[config.mk]
export PLATFORM = sky130hd
export DESIGN_NAME = fastcgi_response_body_extractor_unit
export DESIGN_NICKNAME = d
export VERILOG_FILES = /design/src/hdl/fcgi_pkg.sv /design/src/hdl/fastcgi_response_body_extractor_unit.sv /design/src/hdl/fcgi_frame.sv /design/src/hdl/fcgi_scan.sv
export SDC_FILE = /design/constraint.sdc
export NUM_CORES = 1
export LEC_CHECK = 0
export BUFFER_PORTS_ARGS = -buffer_cell sky130_fd_sc_hd__buf_2
export CELL_PAD_IN_SITES_DETAIL_PLACEMENT = 1
export CELL_PAD_IN_SITES_GLOBAL_PLACEMENT = 2
export CORE_MARGIN = 2
export CORE_UTILIZATION = 44
export CTS_BUF_LIST = sky130_fd_sc_hd__clkbuf_4 sky130_fd_sc_hd__clkbuf_8
export CTS_CLUSTER_DIAMETER = 40
export CTS_CLUSTER_SIZE = 25
export DETAILED_ROUTE_END_ITERATION = 12
export GPL_TIMING_DRIVEN = 0
export MAX_ROUTING_LAYER = met4
export PLACE_DENSITY = 0.93
export RECOVER_POWER = 100
export SLEW_MARGIN = 20
export SYNTH_ARGS = -nofsm -noshare
export SYNTH_HDL_FRONTEND = slang
export SYNTH_SLANG_ARGS = --single-unit
[constraint.sdc]
create_clock -name clk -period 9.95 [get_ports clk]
set_input_delay 0.995 -clock clk [delete_from_list [all_inputs] [get_ports clk]]
set_output_delay 0.995 -clock clk [all_outputs]
set_load 0.01 [all_outputs]
[src/hdl/fcgi_pkg.sv]
package fcgi_pkg;

    localparam int KEY_LEN = 16;

    localparam logic [7:0] REC_STDOUT = 8'd6;
    localparam logic [7:0] REC_STDERR = 8'd7;

    localparam logic [2:0] HDR_TYPE   = 3'd1;
    localparam logic [2:0] HDR_LEN_HI = 3'd4;
    localparam logic [2:0] HDR_LEN_LO = 3'd5;
    localparam logic [2:0] HDR_PAD    = 3'd6;
    localparam logic [2:0] HDR_LAST   = 3'd7;

    localparam logic [7:0] CH_CR    = 8'd13;
    localparam logic [7:0] CH_LF    = 8'd10;
    localparam logic [7:0] CH_TAB   = 8'd9;
    localparam logic [7:0] CH_SPACE = 8'd32;
    localparam logic [7:0] CH_PLUS  = 8'h2b;
    localparam logic [7:0] CH_MINUS = 8'h2d;
    localparam logic [7:0] CH_ZERO  = 8'h30;
    localparam logic [7:0] CH_NINE  = 8'h39;
    localparam logic [7:0] CH_BIG_C = 8'h43;

    typedef enum logic [2:0] {
        PH_HEADER  = 3'b001,
        PH_CONTENT = 3'b010,
        PH_PADDING = 3'b100
    } phase_t;

    typedef enum logic [3:0] {
        SC_KEY   = 4'b0001,
        SC_VALUE = 4'b0010,
        SC_BODY  = 4'b0100,
        SC_DONE  = 4'b1000
    } scan_phase_t;

    typedef enum logic [2:0] {
        NUM_BLANKS = 3'b001,
        NUM_DIGITS = 3'b010,
        NUM_ENDED  = 3'b100
    } num_stage_t;

    // per-byte control from the record framer to the body scanner
    typedef struct packed {
        logic        restart;
        logic        scan;
        logic [15:0] left;
    } scan_ctl_t;

    function automatic logic [7:0] key_char(input logic [3:0] idx);
        logic [7:0] ch;
        case (idx)
            4'd0:    ch = 8'h43; // C
            4'd1:    ch = 8'h6f; // o
            4'd2:    ch = 8'h6e; // n
            4'd3:    ch = 8'h74; // t
            4'd4:    ch = 8'h65; // e
            4'd5:    ch = 8'h6e; // n
            4'd6:    ch = 8'h74; // t
            4'd7:    ch = 8'h2d; // -
            4'd8:    ch = 8'h4c; // L
            4'd9:    ch = 8'h65; // e
            4'd10:   ch = 8'h6e; // n
            4'd11:   ch = 8'h67; // g
            4'd12:   ch = 8'h74; // t
            4'd13:   ch = 8'h68; // h
            4'd14:   ch = 8'h3a; // :
            default: ch = 8'h20; // space
        endcase
        return ch;
    endfunction

endpackage

[src/hdl/fastcgi_response_body_extractor_unit.sv]
// FastCGI response body extractor
// in channel: one byte of the record stream per item (in_valid, in_stall,
// in_byte). out channel: one extracted body byte per item (out_valid,
// out_stall, body_byte, body_last), body_last set on the final byte.
// an item is taken on a rising edge with valid high and stall low.
// record headers, padding and content of other record types give no item;
// in stdout/stderr content the value after the first "Content-Length: "
// selects how many trailing content bytes after the blank line are passed.
// an accepted byte is held in the input register, then framed and scanned
// from there; a resulting body byte is loaded into the result register that
// drives the outputs. throughput: one byte every cycle while the receiver
// does not stall, with the single input register feeding the result register.
// when the receiver stalls, the result register holds its item and the
// input register keeps one byte; in_stall rises only while both are full.
// reset (rst_n low, asynchronous) empties both registers and returns the
// framer to the start of a record header with the scanner seeking the key.
module fastcgi_response_body_extractor_unit
    import fcgi_pkg::*;
(
    input  logic       clk,
    input  logic       rst_n,
    input  logic       in_valid,
    output logic       in_stall,
    input  logic [7:0] in_byte,
    output logic       out_valid,
    input  logic       out_stall,
    output logic [7:0] body_byte,
    output logic       body_last
);

    logic       in_valid_reg;
    logic [7:0] in_byte_reg;
    logic       out_valid_reg;
    logic [7:0] body_byte_reg;
    logic       body_last_reg;
    logic       advance;
    logic       proc;
    logic       emit;
    logic       emit_last;
    scan_ctl_t  ctl;

    assign advance  = !out_valid_reg || !out_stall;
    assign proc     = in_valid_reg && advance;
    assign in_stall = in_valid_reg && !advance;

    fcgi_frame u_frame (
        .clk   (clk),
        .rst_n (rst_n),
        .en    (proc),
        .data  (in_byte_reg),
        .ctl   (ctl)
    );

    fcgi_scan u_scan (
        .clk       (clk),
        .rst_n     (rst_n),
        .en        (proc),
        .data      (in_byte_reg),
        .ctl       (ctl),
        .emit      (emit),
        .emit_last (emit_last)
    );

    always_ff @(posedge clk or negedge rst_n)
    begin
        if (!rst_n)
        begin
            in_valid_reg  <= 1'b0;
            out_valid_reg <= 1'b0;
        end
        else
        begin
            if (!in_stall)
                in_valid_reg <= in_valid;
            if (advance)
                out_valid_reg <= proc && emit;
        end
    end

    always_ff @(posedge clk)
    begin
        if (in_valid && !in_stall)
            in_byte_reg <= in_byte;
        if (proc && emit)
        begin
            body_byte_reg <= in_byte_reg;
            body_last_reg <= emit_last;
        end
    end

    assign out_valid = out_valid_reg;
    assign body_byte = body_byte_reg;
    assign body_last = body_last_reg;

endmodule

[src/hdl/fcgi_frame.sv]
module fcgi_frame
    import fcgi_pkg::*;
(
    input  logic       clk,
    input  logic       rst_n,
    input  logic       en,
    input  logic [7:0] data,
    output scan_ctl_t  ctl
);

    phase_t      phase_reg, phase_next;
    logic [2:0]  header_index_reg, header_index_next;
    logic [7:0]  record_type_reg, record_type_next;
    logic [15:0] content_left_reg, content_left_next;
    logic [7:0]  padding_left_reg, padding_left_next;
    logic        is_output_rec;

    assign is_output_rec = (record_type_reg == REC_STDOUT) || (record_type_reg == REC_STDERR);

    always_comb
    begin
        phase_next        = phase_reg;
        header_index_next = header_index_reg;
        record_type_next  = record_type_reg;
        content_left_next = content_left_reg;
        padding_left_next = padding_left_reg;
        ctl               = '0;
        unique case (phase_reg)
            PH_CONTENT:
            begin
                if (content_left_reg != 16'd0)
                begin
                    content_left_next = content_left_reg - 16'd1;
                    ctl.scan          = is_output_rec;
                end
                if (content_left_next == 16'd0)
                    phase_next = (padding_left_reg != 8'd0) ? PH_PADDING : PH_HEADER;
            end
            PH_PADDING:
            begin
                if (padding_left_reg != 8'd0)
                    padding_left_next = padding_left_reg - 8'd1;
                if (padding_left_next == 8'd0)
                    phase_next = PH_HEADER;
            end
            default:
            begin
                phase_next = PH_HEADER;
                unique case (header_index_reg)
                    HDR_TYPE:   record_type_next = data;
                    HDR_LEN_HI: content_left_next = {data, content_left_reg[7:0]};
                    HDR_LEN_LO: content_left_next = {content_left_reg[15:8], data};
                    HDR_PAD:    padding_left_next = data;
                    default:    ;
                endcase
                if (header_index_reg == HDR_LAST)
                begin
                    header_index_next = 3'd0;
                    ctl.restart       = 1'b1;
                    if (content_left_reg != 16'd0)
                        phase_next = PH_CONTENT;
                    else if (padding_left_reg != 8'd0)
                        phase_next = PH_PADDING;
                    else
                        phase_next = PH_HEADER;
                end
                else
                begin
                    header_index_next = header_index_reg + 3'd1;
                end
            end
        endcase
        ctl.left = content_left_next;
    end

    always_ff @(posedge clk or negedge rst_n)
    begin
        if (!rst_n)
        begin
            phase_reg        <= PH_HEADER;
            header_index_reg <= 3'd0;
            record_type_reg  <= 8'd0;
            content_left_reg <= 16'd0;
            padding_left_reg <= 8'd0;
        end
        else if (en)
        begin
            phase_reg        <= phase_next;
            header_index_reg <= header_index_next;
            record_type_reg  <= record_type_next;
            content_left_reg <= content_left_next;
            padding_left_reg <= padding_left_next;
        end
    end

endmodule

[src/hdl/fcgi_scan.sv]
module fcgi_scan
    import fcgi_pkg::*;
(
    input  logic       clk,
    input  logic       rst_n,
    input  logic       en,
    input  logic [7:0] data,
    input  scan_ctl_t  ctl,
    output logic       emit,
    output logic       emit_last
);

    scan_phase_t scan_phase_reg, scan_phase_next;
    logic [4:0]  key_match_reg, key_match_next;
    logic [15:0] length_value_reg, length_value_next;
    logic [2:0]  blank_line_match_reg, blank_line_match_next;
    logic [15:0] skip_left_reg, skip_left_next;
    logic [15:0] emit_left_reg, emit_left_next;
    num_stage_t  num_stage_reg, num_stage_next;
    logic        num_neg_reg, num_neg_next;

    logic        is_digit;
    logic        is_blank;
    logic [19:0] num_prod;
    logic [7:0]  blank_char;
    logic [15:0] want;

    assign is_digit   = (data >= CH_ZERO) && (data <= CH_NINE);
    assign is_blank   = (data == CH_SPACE) || ((data >= CH_TAB) && (data <= CH_CR));
    assign num_prod   = {4'd0, length_value_reg} * 20'd10 + {16'd0, data[3:0]};
    assign blank_char = blank_line_match_reg[0] ? CH_LF : CH_CR;

    always_comb
    begin
        scan_phase_next       = scan_phase_reg;
        key_match_next        = key_match_reg;
        length_value_next     = length_value_reg;
        blank_line_match_next = blank_line_match_reg;
        skip_left_next        = skip_left_reg;
        emit_left_next        = emit_left_reg;
        num_stage_next        = num_stage_reg;
        num_neg_next          = num_neg_reg;
        emit                  = 1'b0;
        emit_last             = 1'b0;
        want                  = 16'd0;
        if (ctl.restart)
        begin
            scan_phase_next       = SC_KEY;
            key_match_next        = 5'd0;
            length_value_next     = 16'd0;
            blank_line_match_next = 3'd0;
            skip_left_next        = 16'd0;
            emit_left_next        = 16'd0;
            num_stage_next        = NUM_BLANKS;
            num_neg_next          = 1'b0;
        end
        else if (ctl.scan)
        begin
            unique case (scan_phase_reg)
                SC_KEY:
                begin
                    if (data == key_char(key_match_reg[3:0]))
                        key_match_next = key_match_reg + 5'd1;
                    else
                        key_match_next = (data == CH_BIG_C) ? 5'd1 : 5'd0;
                    if (key_match_next >= 5'(KEY_LEN))
                        scan_phase_next = SC_VALUE;
                end
                SC_VALUE:
                begin
                    // decimal reader in the manner of a string-to-int conversion
                    if (num_stage_reg != NUM_ENDED)
                    begin
                        if (is_digit)
                        begin
                            length_value_next = (num_prod > 20'd65535) ? 16'hffff
                                                                       : num_prod[15:0];
                            num_stage_next    = NUM_DIGITS;
                        end
                        else if (num_stage_reg == NUM_BLANKS && is_blank)
                        begin
                            num_stage_next = NUM_BLANKS;
                        end
                        else if (num_stage_reg == NUM_BLANKS
                                 && (data == CH_PLUS || data == CH_MINUS))
                        begin
                            num_neg_next   = (data == CH_MINUS);
                            num_stage_next = NUM_DIGITS;
                        end
                        else
                        begin
                            num_stage_next = NUM_ENDED;
                        end
                    end
                    if (data == blank_char)
                        blank_line_match_next = blank_line_match_reg + 3'd1;
                    else
                        blank_line_match_next = (data == CH_CR) ? 3'd1 : 3'd0;
                    if (blank_line_match_next >= 3'd4)
                    begin
                        want = (num_neg_next || num_stage_next == NUM_BLANKS)
                               ? 16'd0 : length_value_next;
                        if (want != 16'd0 && want <= ctl.left)
                        begin
                            skip_left_next  = ctl.left - want;
                            emit_left_next  = want;
                            scan_phase_next = SC_BODY;
                        end
                        else
                        begin
                            scan_phase_next = SC_DONE;
                        end
                    end
                end
                SC_BODY:
                begin
                    if (skip_left_reg != 16'd0)
                    begin
                        skip_left_next = skip_left_reg - 16'd1;
                    end
                    else if (emit_left_reg == 16'd0)
                    begin
                        scan_phase_next = SC_DONE;
                    end
                    else
                    begin
                        emit           = 1'b1;
                        emit_last      = (emit_left_reg == 16'd1);
                        emit_left_next = emit_left_reg - 16'd1;
                        if (emit_left_reg == 16'd1)
                            scan_phase_next = SC_DONE;
                    end
                end
                default: ;
            endcase
        end
    end

    always_ff @(posedge clk or negedge rst_n)
    begin
        if (!rst_n)
        begin
            scan_phase_reg       <= SC_KEY;
            key_match_reg        <= 5'd0;
            length_value_reg     <= 16'd0;
            blank_line_match_reg <= 3'd0;
            skip_left_reg        <= 16'd0;
            emit_left_reg        <= 16'd0;
            num_stage_reg        <= NUM_BLANKS;
            num_neg_reg          <= 1'b0;
        end
        else if (en)
        begin
            scan_phase_reg       <= scan_phase_next;
            key_match_reg        <= key_match_next;
            length_value_reg     <= length_value_next;
            blank_line_match_reg <= blank_line_match_next;
            skip_left_reg        <= skip_left_next;
            emit_left_reg        <= emit_left_next;
            num_stage_reg        <= num_stage_next;
            num_neg_reg          <= num_neg_next;
        end
    end

endmodule

### Word level (Yosys, flattened, before mapping)

Memories as Yosys holds them, arrays and structs flattened.
Cells that the tools add are included.

* $lt $le $gt $ge: 8
* add/subtract/negate cells: 9
* reductions and logical operators: 42
* multiplexer cells: 96
* multiply operators: 1
* equality and inequality tests: 32
* bitwise logic cells: 4

Operator list (count)
* two-way mux 16 bit: 23
* case mux 16 bit (2 select lines): 4
* two-way mux 3 bit: 24
* two-way mux 8 bit: 6
* nonzero test 16 bit: 3
* subtractor 16 x 1 -> 16 bit, second input constant: 3
* two-way mux 5 bit: 7
* logical NOT 16 bit: 2
* two-way mux 4 bit: 8
* equality test 8 x 6 -> 1 bit, second input constant: 3
* two-way mux 1 bit: 21
* adder 20 x 4 -> 20 bit: 1
* greater-than comparator 20 x 16 -> 1 bit, second input constant: 1
* multiplier 16 x 3 -> 19 bit, second input constant: 1
* equality test 16 x 1 -> 1 bit, second input constant: 1
* equality test 8 x 3 -> 1 bit, second input constant: 2
* equality test 8 bit: 2
* <= comparator 16 bit: 1
* case mux 8 bit (2 select lines): 1
* subtractor 16 bit: 1
* equality test 3 bit, second input constant: 5
* AND reduction 3 bit: 5
* AND reduction 7 bit: 2
* inequality test 3 x 2 -> 1 bit, second input constant: 4
* 34 further kinds: 61

* ROM bits: 112
* memories kept: 1
* bits of input ports: 12
* register bits after elaboration: 121
* output and inout bits: 11
* word-level logic and storage cells: 211

Memories
* (no name shown): depth 16, width 7, read ports 1, clocked after Yosys merged registers in 0, wr ports 0, RTL line fcgi_pkg.sv:52 `case (idx)`

### Depth between registers and ports, before layout

* word-level depth: 20
* depth in mapped cells: 32
* depth with buffers taken out: 27

### Modules after synthesis

From an unflattened synthesis, not the netlist that was laid out.

* cell total of the unflattened synthesis: 1256
* area total of the unflattened synthesis: 10548.9 um2

Modules (own cells, without submodules)
* fcgi_scan: area each 6906.6 um2, cells an instance 874, sequential area each 1604.0 um2, instances 1
* fcgi_frame: area each 3032.9 um2, cells an instance 354, sequential area each 927.1 um2, instances 1
* fastcgi_response_body_extractor_unit: area each 609.3 um2, cells an instance 28, sequential area each 560.5 um2, instances 1

### Worst setup path before layout

No wires, ideal clock.

* kind: reg2reg
* start: reg u_scan.length_value_reg[1]
* end: reg u_scan.skip_left_reg[11]
* period minus slack after synthesis: 6.403 ns
* setup time: 0.125 ns
* data required time: 9.825 ns
* slack: 3.547 ns
* buffers on the path: 3
* cell stages (with the launch flop): 31
* data arrival time: 6.278 ns
* path through: dfrtp_1 > ha_1 > ha_1 > fa_1 > a211oi_2 > o21ai_1 > a22oi_2 > nor4b_2 > nand3_1 > o21ba_1 > nor3_2 > buf_6 > clkbuf_1 > nor2_1 > nor3_1 > ha_1 > inv_1 > fa_1 > a21o_1 > a21oi_1 > o21ai_0 > a21oi_1 > nor2b_1 > nor2_1 > o211ai_1 > a41oi_1 > a21oi_1 > o211ai_2 > buf_4 > a211oi_4 > mux2_4

* longest elaborated chain between the ends: 16
* elaborated cells between the ends (all ways): 21
* those cells by class: add/sub: 2; mul: 1; order compare: 2; eq/ne: 1; mux: 12; reduce/logical: 3

RTL lines
* start: declaration: RTL line fcgi_scan.sv:15 `logic [15:0] length_value_reg, length_value_next;`
* start signal: assignment: RTL line fcgi_scan.sv:156 `length_value_reg <= length_value_next;`
* multiplier 16 x 3 -> 19 bit: RTL line fcgi_scan.sv:30 `assign num_prod = {4'd0, length_value_reg} * 20'd10 + {16'd0, data[3:0]};`
* adder 20 x 4 -> 20 bit: RTL line fcgi_scan.sv:30
* greater-than comparator 20 x 16 -> 1 bit: RTL line fcgi_scan.sv:76 `length_value_next = (num_prod > 20'd65535) ? 16'hffff`
* two-way mux 16 bit: RTL line fcgi_scan.sv:76
* two-way mux 16 bit: RTL line fcgi_scan.sv:74 `if (is_digit)`
* two-way mux 16 bit *: RTL line fcgi_scan.sv:72 `if (num_stage_reg != NUM_ENDED)`
* two-way mux 16 bit *: RTL line fcgi_scan.sv:59 `unique case (scan_phase_reg)`
* two-way mux 16 bit *: RTL line fcgi_scan.sv:57 `else if (ctl.scan)`
* two-way mux 16 bit *: RTL line fcgi_scan.sv:46 `if (ctl.restart)`
* two-way mux 16 bit *: RTL line fcgi_scan.sv:102 `? 16'd0 : length_value_next;`
* subtractor 16 bit: RTL line fcgi_scan.sv:105 `skip_left_next = ctl.left - want;`
* two-way mux 16 bit: RTL line fcgi_scan.sv:103 `if (want != 16'd0 && want <= ctl.left)`
* two-way mux 16 bit: RTL line fcgi_scan.sv:99 `if (blank_line_match_next >= 3'd4)`
* case mux 16 bit (2 select lines): RTL line fcgi_scan.sv:59
* two-way mux 16 bit: RTL line fcgi_scan.sv:57
* two-way mux 16 bit: RTL line fcgi_scan.sv:46
* end signal: assignment: RTL line fcgi_scan.sv:158 `skip_left_reg <= skip_left_next;`
* end: declaration: RTL line fcgi_scan.sv:17 `logic [15:0] skip_left_reg, skip_left_next;`

Every way passes the cells marked *; elsewhere a longest branch is shown, timed or not. The select of a mux whose other input is x is not followed.
A chain may end at the register's enable or synchronous reset.

### Final worst setup path

* start: reg u_scan.length_value_reg[1]
* end: reg u_scan.skip_left_reg[3]

Same word-level chain as after synthesis.

==> impl_metrics.py <==
metrics = {
    "place": {
        "io_buffers": 22,
        "dp_hpwl_um": 25800,
        "preCtsSetupSlack_ps": 1930,
        "routabilityCongestion": 0.942,
    },
    "detailed_routing": {
        "vias": 9725,
        "vias_per_cell": 6.27,
        "firstDrtPassIters": 5,
        "drt_wl_total_um": 33900,
        "ant_nets": 0,
        "drt-initial-drc-count": 738,
        "drt_drc_violations_left": 0,
        "wl_per_cell_um": 21.9,
    },
    "global_routing": {
        "grt_max_degree": 57,
        "grt_pass1_vias": 10100,
        "grt_usage_pct": 30.0,
        "antenna_found_initial": 0,
        "grt_first_pass_wirelength_um": 55200,
        "overflow": 0,
    },
    "clock_tree": {
        "cts_sinks": 120,
        "post_cts.repair.setup_buffers": 0,
        "numCtsBuffers": 17,
        "cts_resized": 0,
        "path_clk_slew_ps": 100,
        "clock_latency_ps": 470,
        "cts_tree": "yes",
        "cts_max_level": 4,
        "clockRootBuffer": "clkbuf_8",
        "clk_path_buf_depth": 2,
        "postCtsHoldBufs": 0,
    },
    "setup_path": {
        "critPathArrivalTime_ps": 8870,
        "path_class": "register to register",
        "startpoint_type": "register",
        "cpPeakStageDelay_ps": 480,
        "crit_fanout": 10,
        "required_ps": 10260,
        "slowest_stage": "dfrtp_1",
        "endpoint_kind": "register",
    },
    "status": {
        "violations": "capacitance limit, slew limit",
        "status": "finished with violations",
    },
    "timing": {
        "fmax_mhz": 117,
        "period_share_pct": 86.0,
        "rsz0062_at_grt": "false",
        "setup_viol": 0,
        "skew_ps": 19.9,
        "setup_ws_ps": 1390,
        "slew_violations": 106,
        "fin_tns_setup_ps": 0,
        "relSlewSlack_pct": -126,
        "min_period_ps": 8560,
        "hold_viol": 0,
        "worst_slew_pin_slew_ps": 3390,
    },
    "yosys": {
        "syn_area_um2": 9980,
        "synth_top_flop_cell": "dfrtp_1",
        "synth_seq_cells": 120,
        "synth_area_per_cell_um2": 8.24,
        "netlist_instances": 1212,
        "async_reset_ff_share_pct": 85.8,
        "synth_warnings": 0,
        "syn_nets": 1292,
        "ys_seq_area_share_pct": 31.0,
        "synth_edf_count": 17,
        "synth_cell_types": 93,
    },
    "cells_and_area": {
        "drive_gt1_share_pct": 8.21,
        "syn2layout_area_growth_pct": 7.99,
        "fin_util_pct": 48.0,
        "finalNetCount": 1334,
        "diodes": 0,
    },
    "die": {
        "pin_count": 23,
        "die_area_um2": 23900,
        "core_area_um2": 22400,
        "fp-row-count": 55,
        "initial_utilization_pct": 44.5,
        "die_w_um": 155,
        "die_height_um": 155,
    },
    "worst_hold_path": {
        "hold_path.class": "register to register",
    },
    "flow_run": {
        "cap_violations": 2,
    },
    "pwr": {
        "leakagePower_uw": 0.00447,
        "ir_drop_mv": 0.120,
        "p_per_area_nw_per_um2": 245,
    },
}
==> cell families (layout without fill, tap and decap cells) <==
family / count (synthesis) / after routing / share of synthesized area (%)
AOI/OAI and AO/OA: 370 / 370 / 25.9
xor gates and xnor gates: 44 / 44 / 3.86
adders and majority gates: 68 / 68 / 8.75
buffers and inverters: 118 / 173 / 4.71
DFF: 120 / 120 / 31.0
muxes: 25 / 25 / 2.87
and+or+nand+nor: 467 / 467 / 23.0
==> worst max-delay path, delay by kind of cell, from the launching register on <==
kind	cells	cell delay (ps)
compound gates	14	3280
simple gates	7	2000
fa+ha+maj	5	1700
buf+inv	4	940
flops	1	480
==> routing by layer <==
| metal | up-vias | part of all wire [%] | track usage, % |
|---|---|---|---|
| met5 | - | 0 | - |
| met4 | 0 | 2.0 | 8.29 |
| met3 | 51 | 3.9 | 3.84 |
| met2 | 223 | 48 | 50.0 |
| met1 | 4865 | 46 | 38.6 |
| li1 | 4586 | - | - |
==> where the power goes <==
| group | internal, uW | switching (uW) |
|---|---|---|
| sequential | 626 | 123 |
| clock | 208 | 253 |
| combinational | 489 | 946 |
| total | 1320 | 1320 |
==> layout make-up <==
cell class	count	area, um^2
well taps	285	357
plain buffers	61	256
clock inverters	15	155
inverters	57	214
fillers	2763	11700
multi-input cells	974	6370
repair buffers	23	98.8
clock buffers	17	234
flip-flops and latches	120	3090
==> cells in the mapped netlist, types with 18 or more instances <==
master	n	area share, %
a21oi_1	80	4.0
clkbuf_1	50	1.9
dfrtp_1	100	25
ha_1	65	8.1
inv_1	57	2.1
nand2_1	132	5.0
nand3_1	41	2.1
nor2_1	116	4.4
nor3_1	43	2.2
nor4_1	20	1.3
o21ai_0	81	4.1
xnor2_1	26	2.3
xor2_1	18	1.6
==> worst paths after layout <==
path / startpoint / cells after the start / slack [ps] / endpoint
setup / recovery: u_scan.length_value_reg[1] / 30 / 1390 / u_scan.skip_left_reg[3]
hold / removal: in_byte_reg[6] / 0 / 450 / body_byte[6]
setup reg to reg: u_scan.length_value_reg[1] / 30 / 1390 / u_scan.skip_left_reg[3]
hold reg to reg: in_byte_reg[6] / 0 / 450 / body_byte[6]
max in group asynchronous: rst_n / 2 / 4350 / u_scan.skip_left_reg[0]
min in group asynchronous: rst_n / 1 / 1350 / u_frame.padding_left_reg[4]
==> stage by stage <==
step | power (uW) | hold WS [ps] | instances | area, um^2
floorplan | 1730 | 421 | 1212 | 9980
global placement | 2110 | 425 | 1519 | 10400
detailed placement | 2160 | 438 | 1520 | 10500
CTS | 2630 | 452 | 1552 | 10900
global route | 2840 | 462 | 1552 | 10800
finish | 2650 | 447 | 1552 | 10800
==> cells in the final DEF, fill, tap and decap left out, types with 8 or more instances in the layout <==
| cell type | synthesis | final |
|---|---|---|
| a22o_1 | 10 | 10 |
| xor2_1 | 18 | 18 |
| ha_1 | 65 | 65 |
| xnor2_1 | 26 | 26 |
| nand2b_1 | 13 | 13 |
| nor4_1 | 20 | 20 |
| nor2_1 | 116 | 116 |
| clkbuf_1 | 50 | 63 |
| a22oi_1 | 7 | 8 |
| o31ai_1 | 8 | 8 |
| clkbuf_8 | 0 | 17 |
| a21oi_1 | 80 | 80 |
| edfxtp_1 | 17 | 17 |
| o221ai_1 | 8 | 8 |
| o211ai_1 | 9 | 9 |
| dfrtp_1 | 100 | 100 |
| a221oi_1 | 10 | 10 |
| o21a_1 | 8 | 8 |
| nand4_1 | 17 | 17 |
| buf_2 | 3 | 13 |
| o22ai_1 | 10 | 10 |
| nor3b_1 | 8 | 8 |
| nand2_1 | 132 | 132 |
| mux2_2 | 17 | 17 |
| inv_1 | 57 | 57 |
| o21bai_1 | 9 | 9 |
| nand3_1 | 41 | 41 |
| o21ai_0 | 81 | 82 |
| a211oi_1 | 17 | 18 |
| or2_2 | 17 | 17 |
| nor3_1 | 43 | 44 |
| a31oi_1 | 14 | 14 |
| o32ai_1 | 12 | 12 |
| or3_1 | 13 | 13 |
| a21o_1 | 14 | 14 |
(Power assumes the default switching activity.)
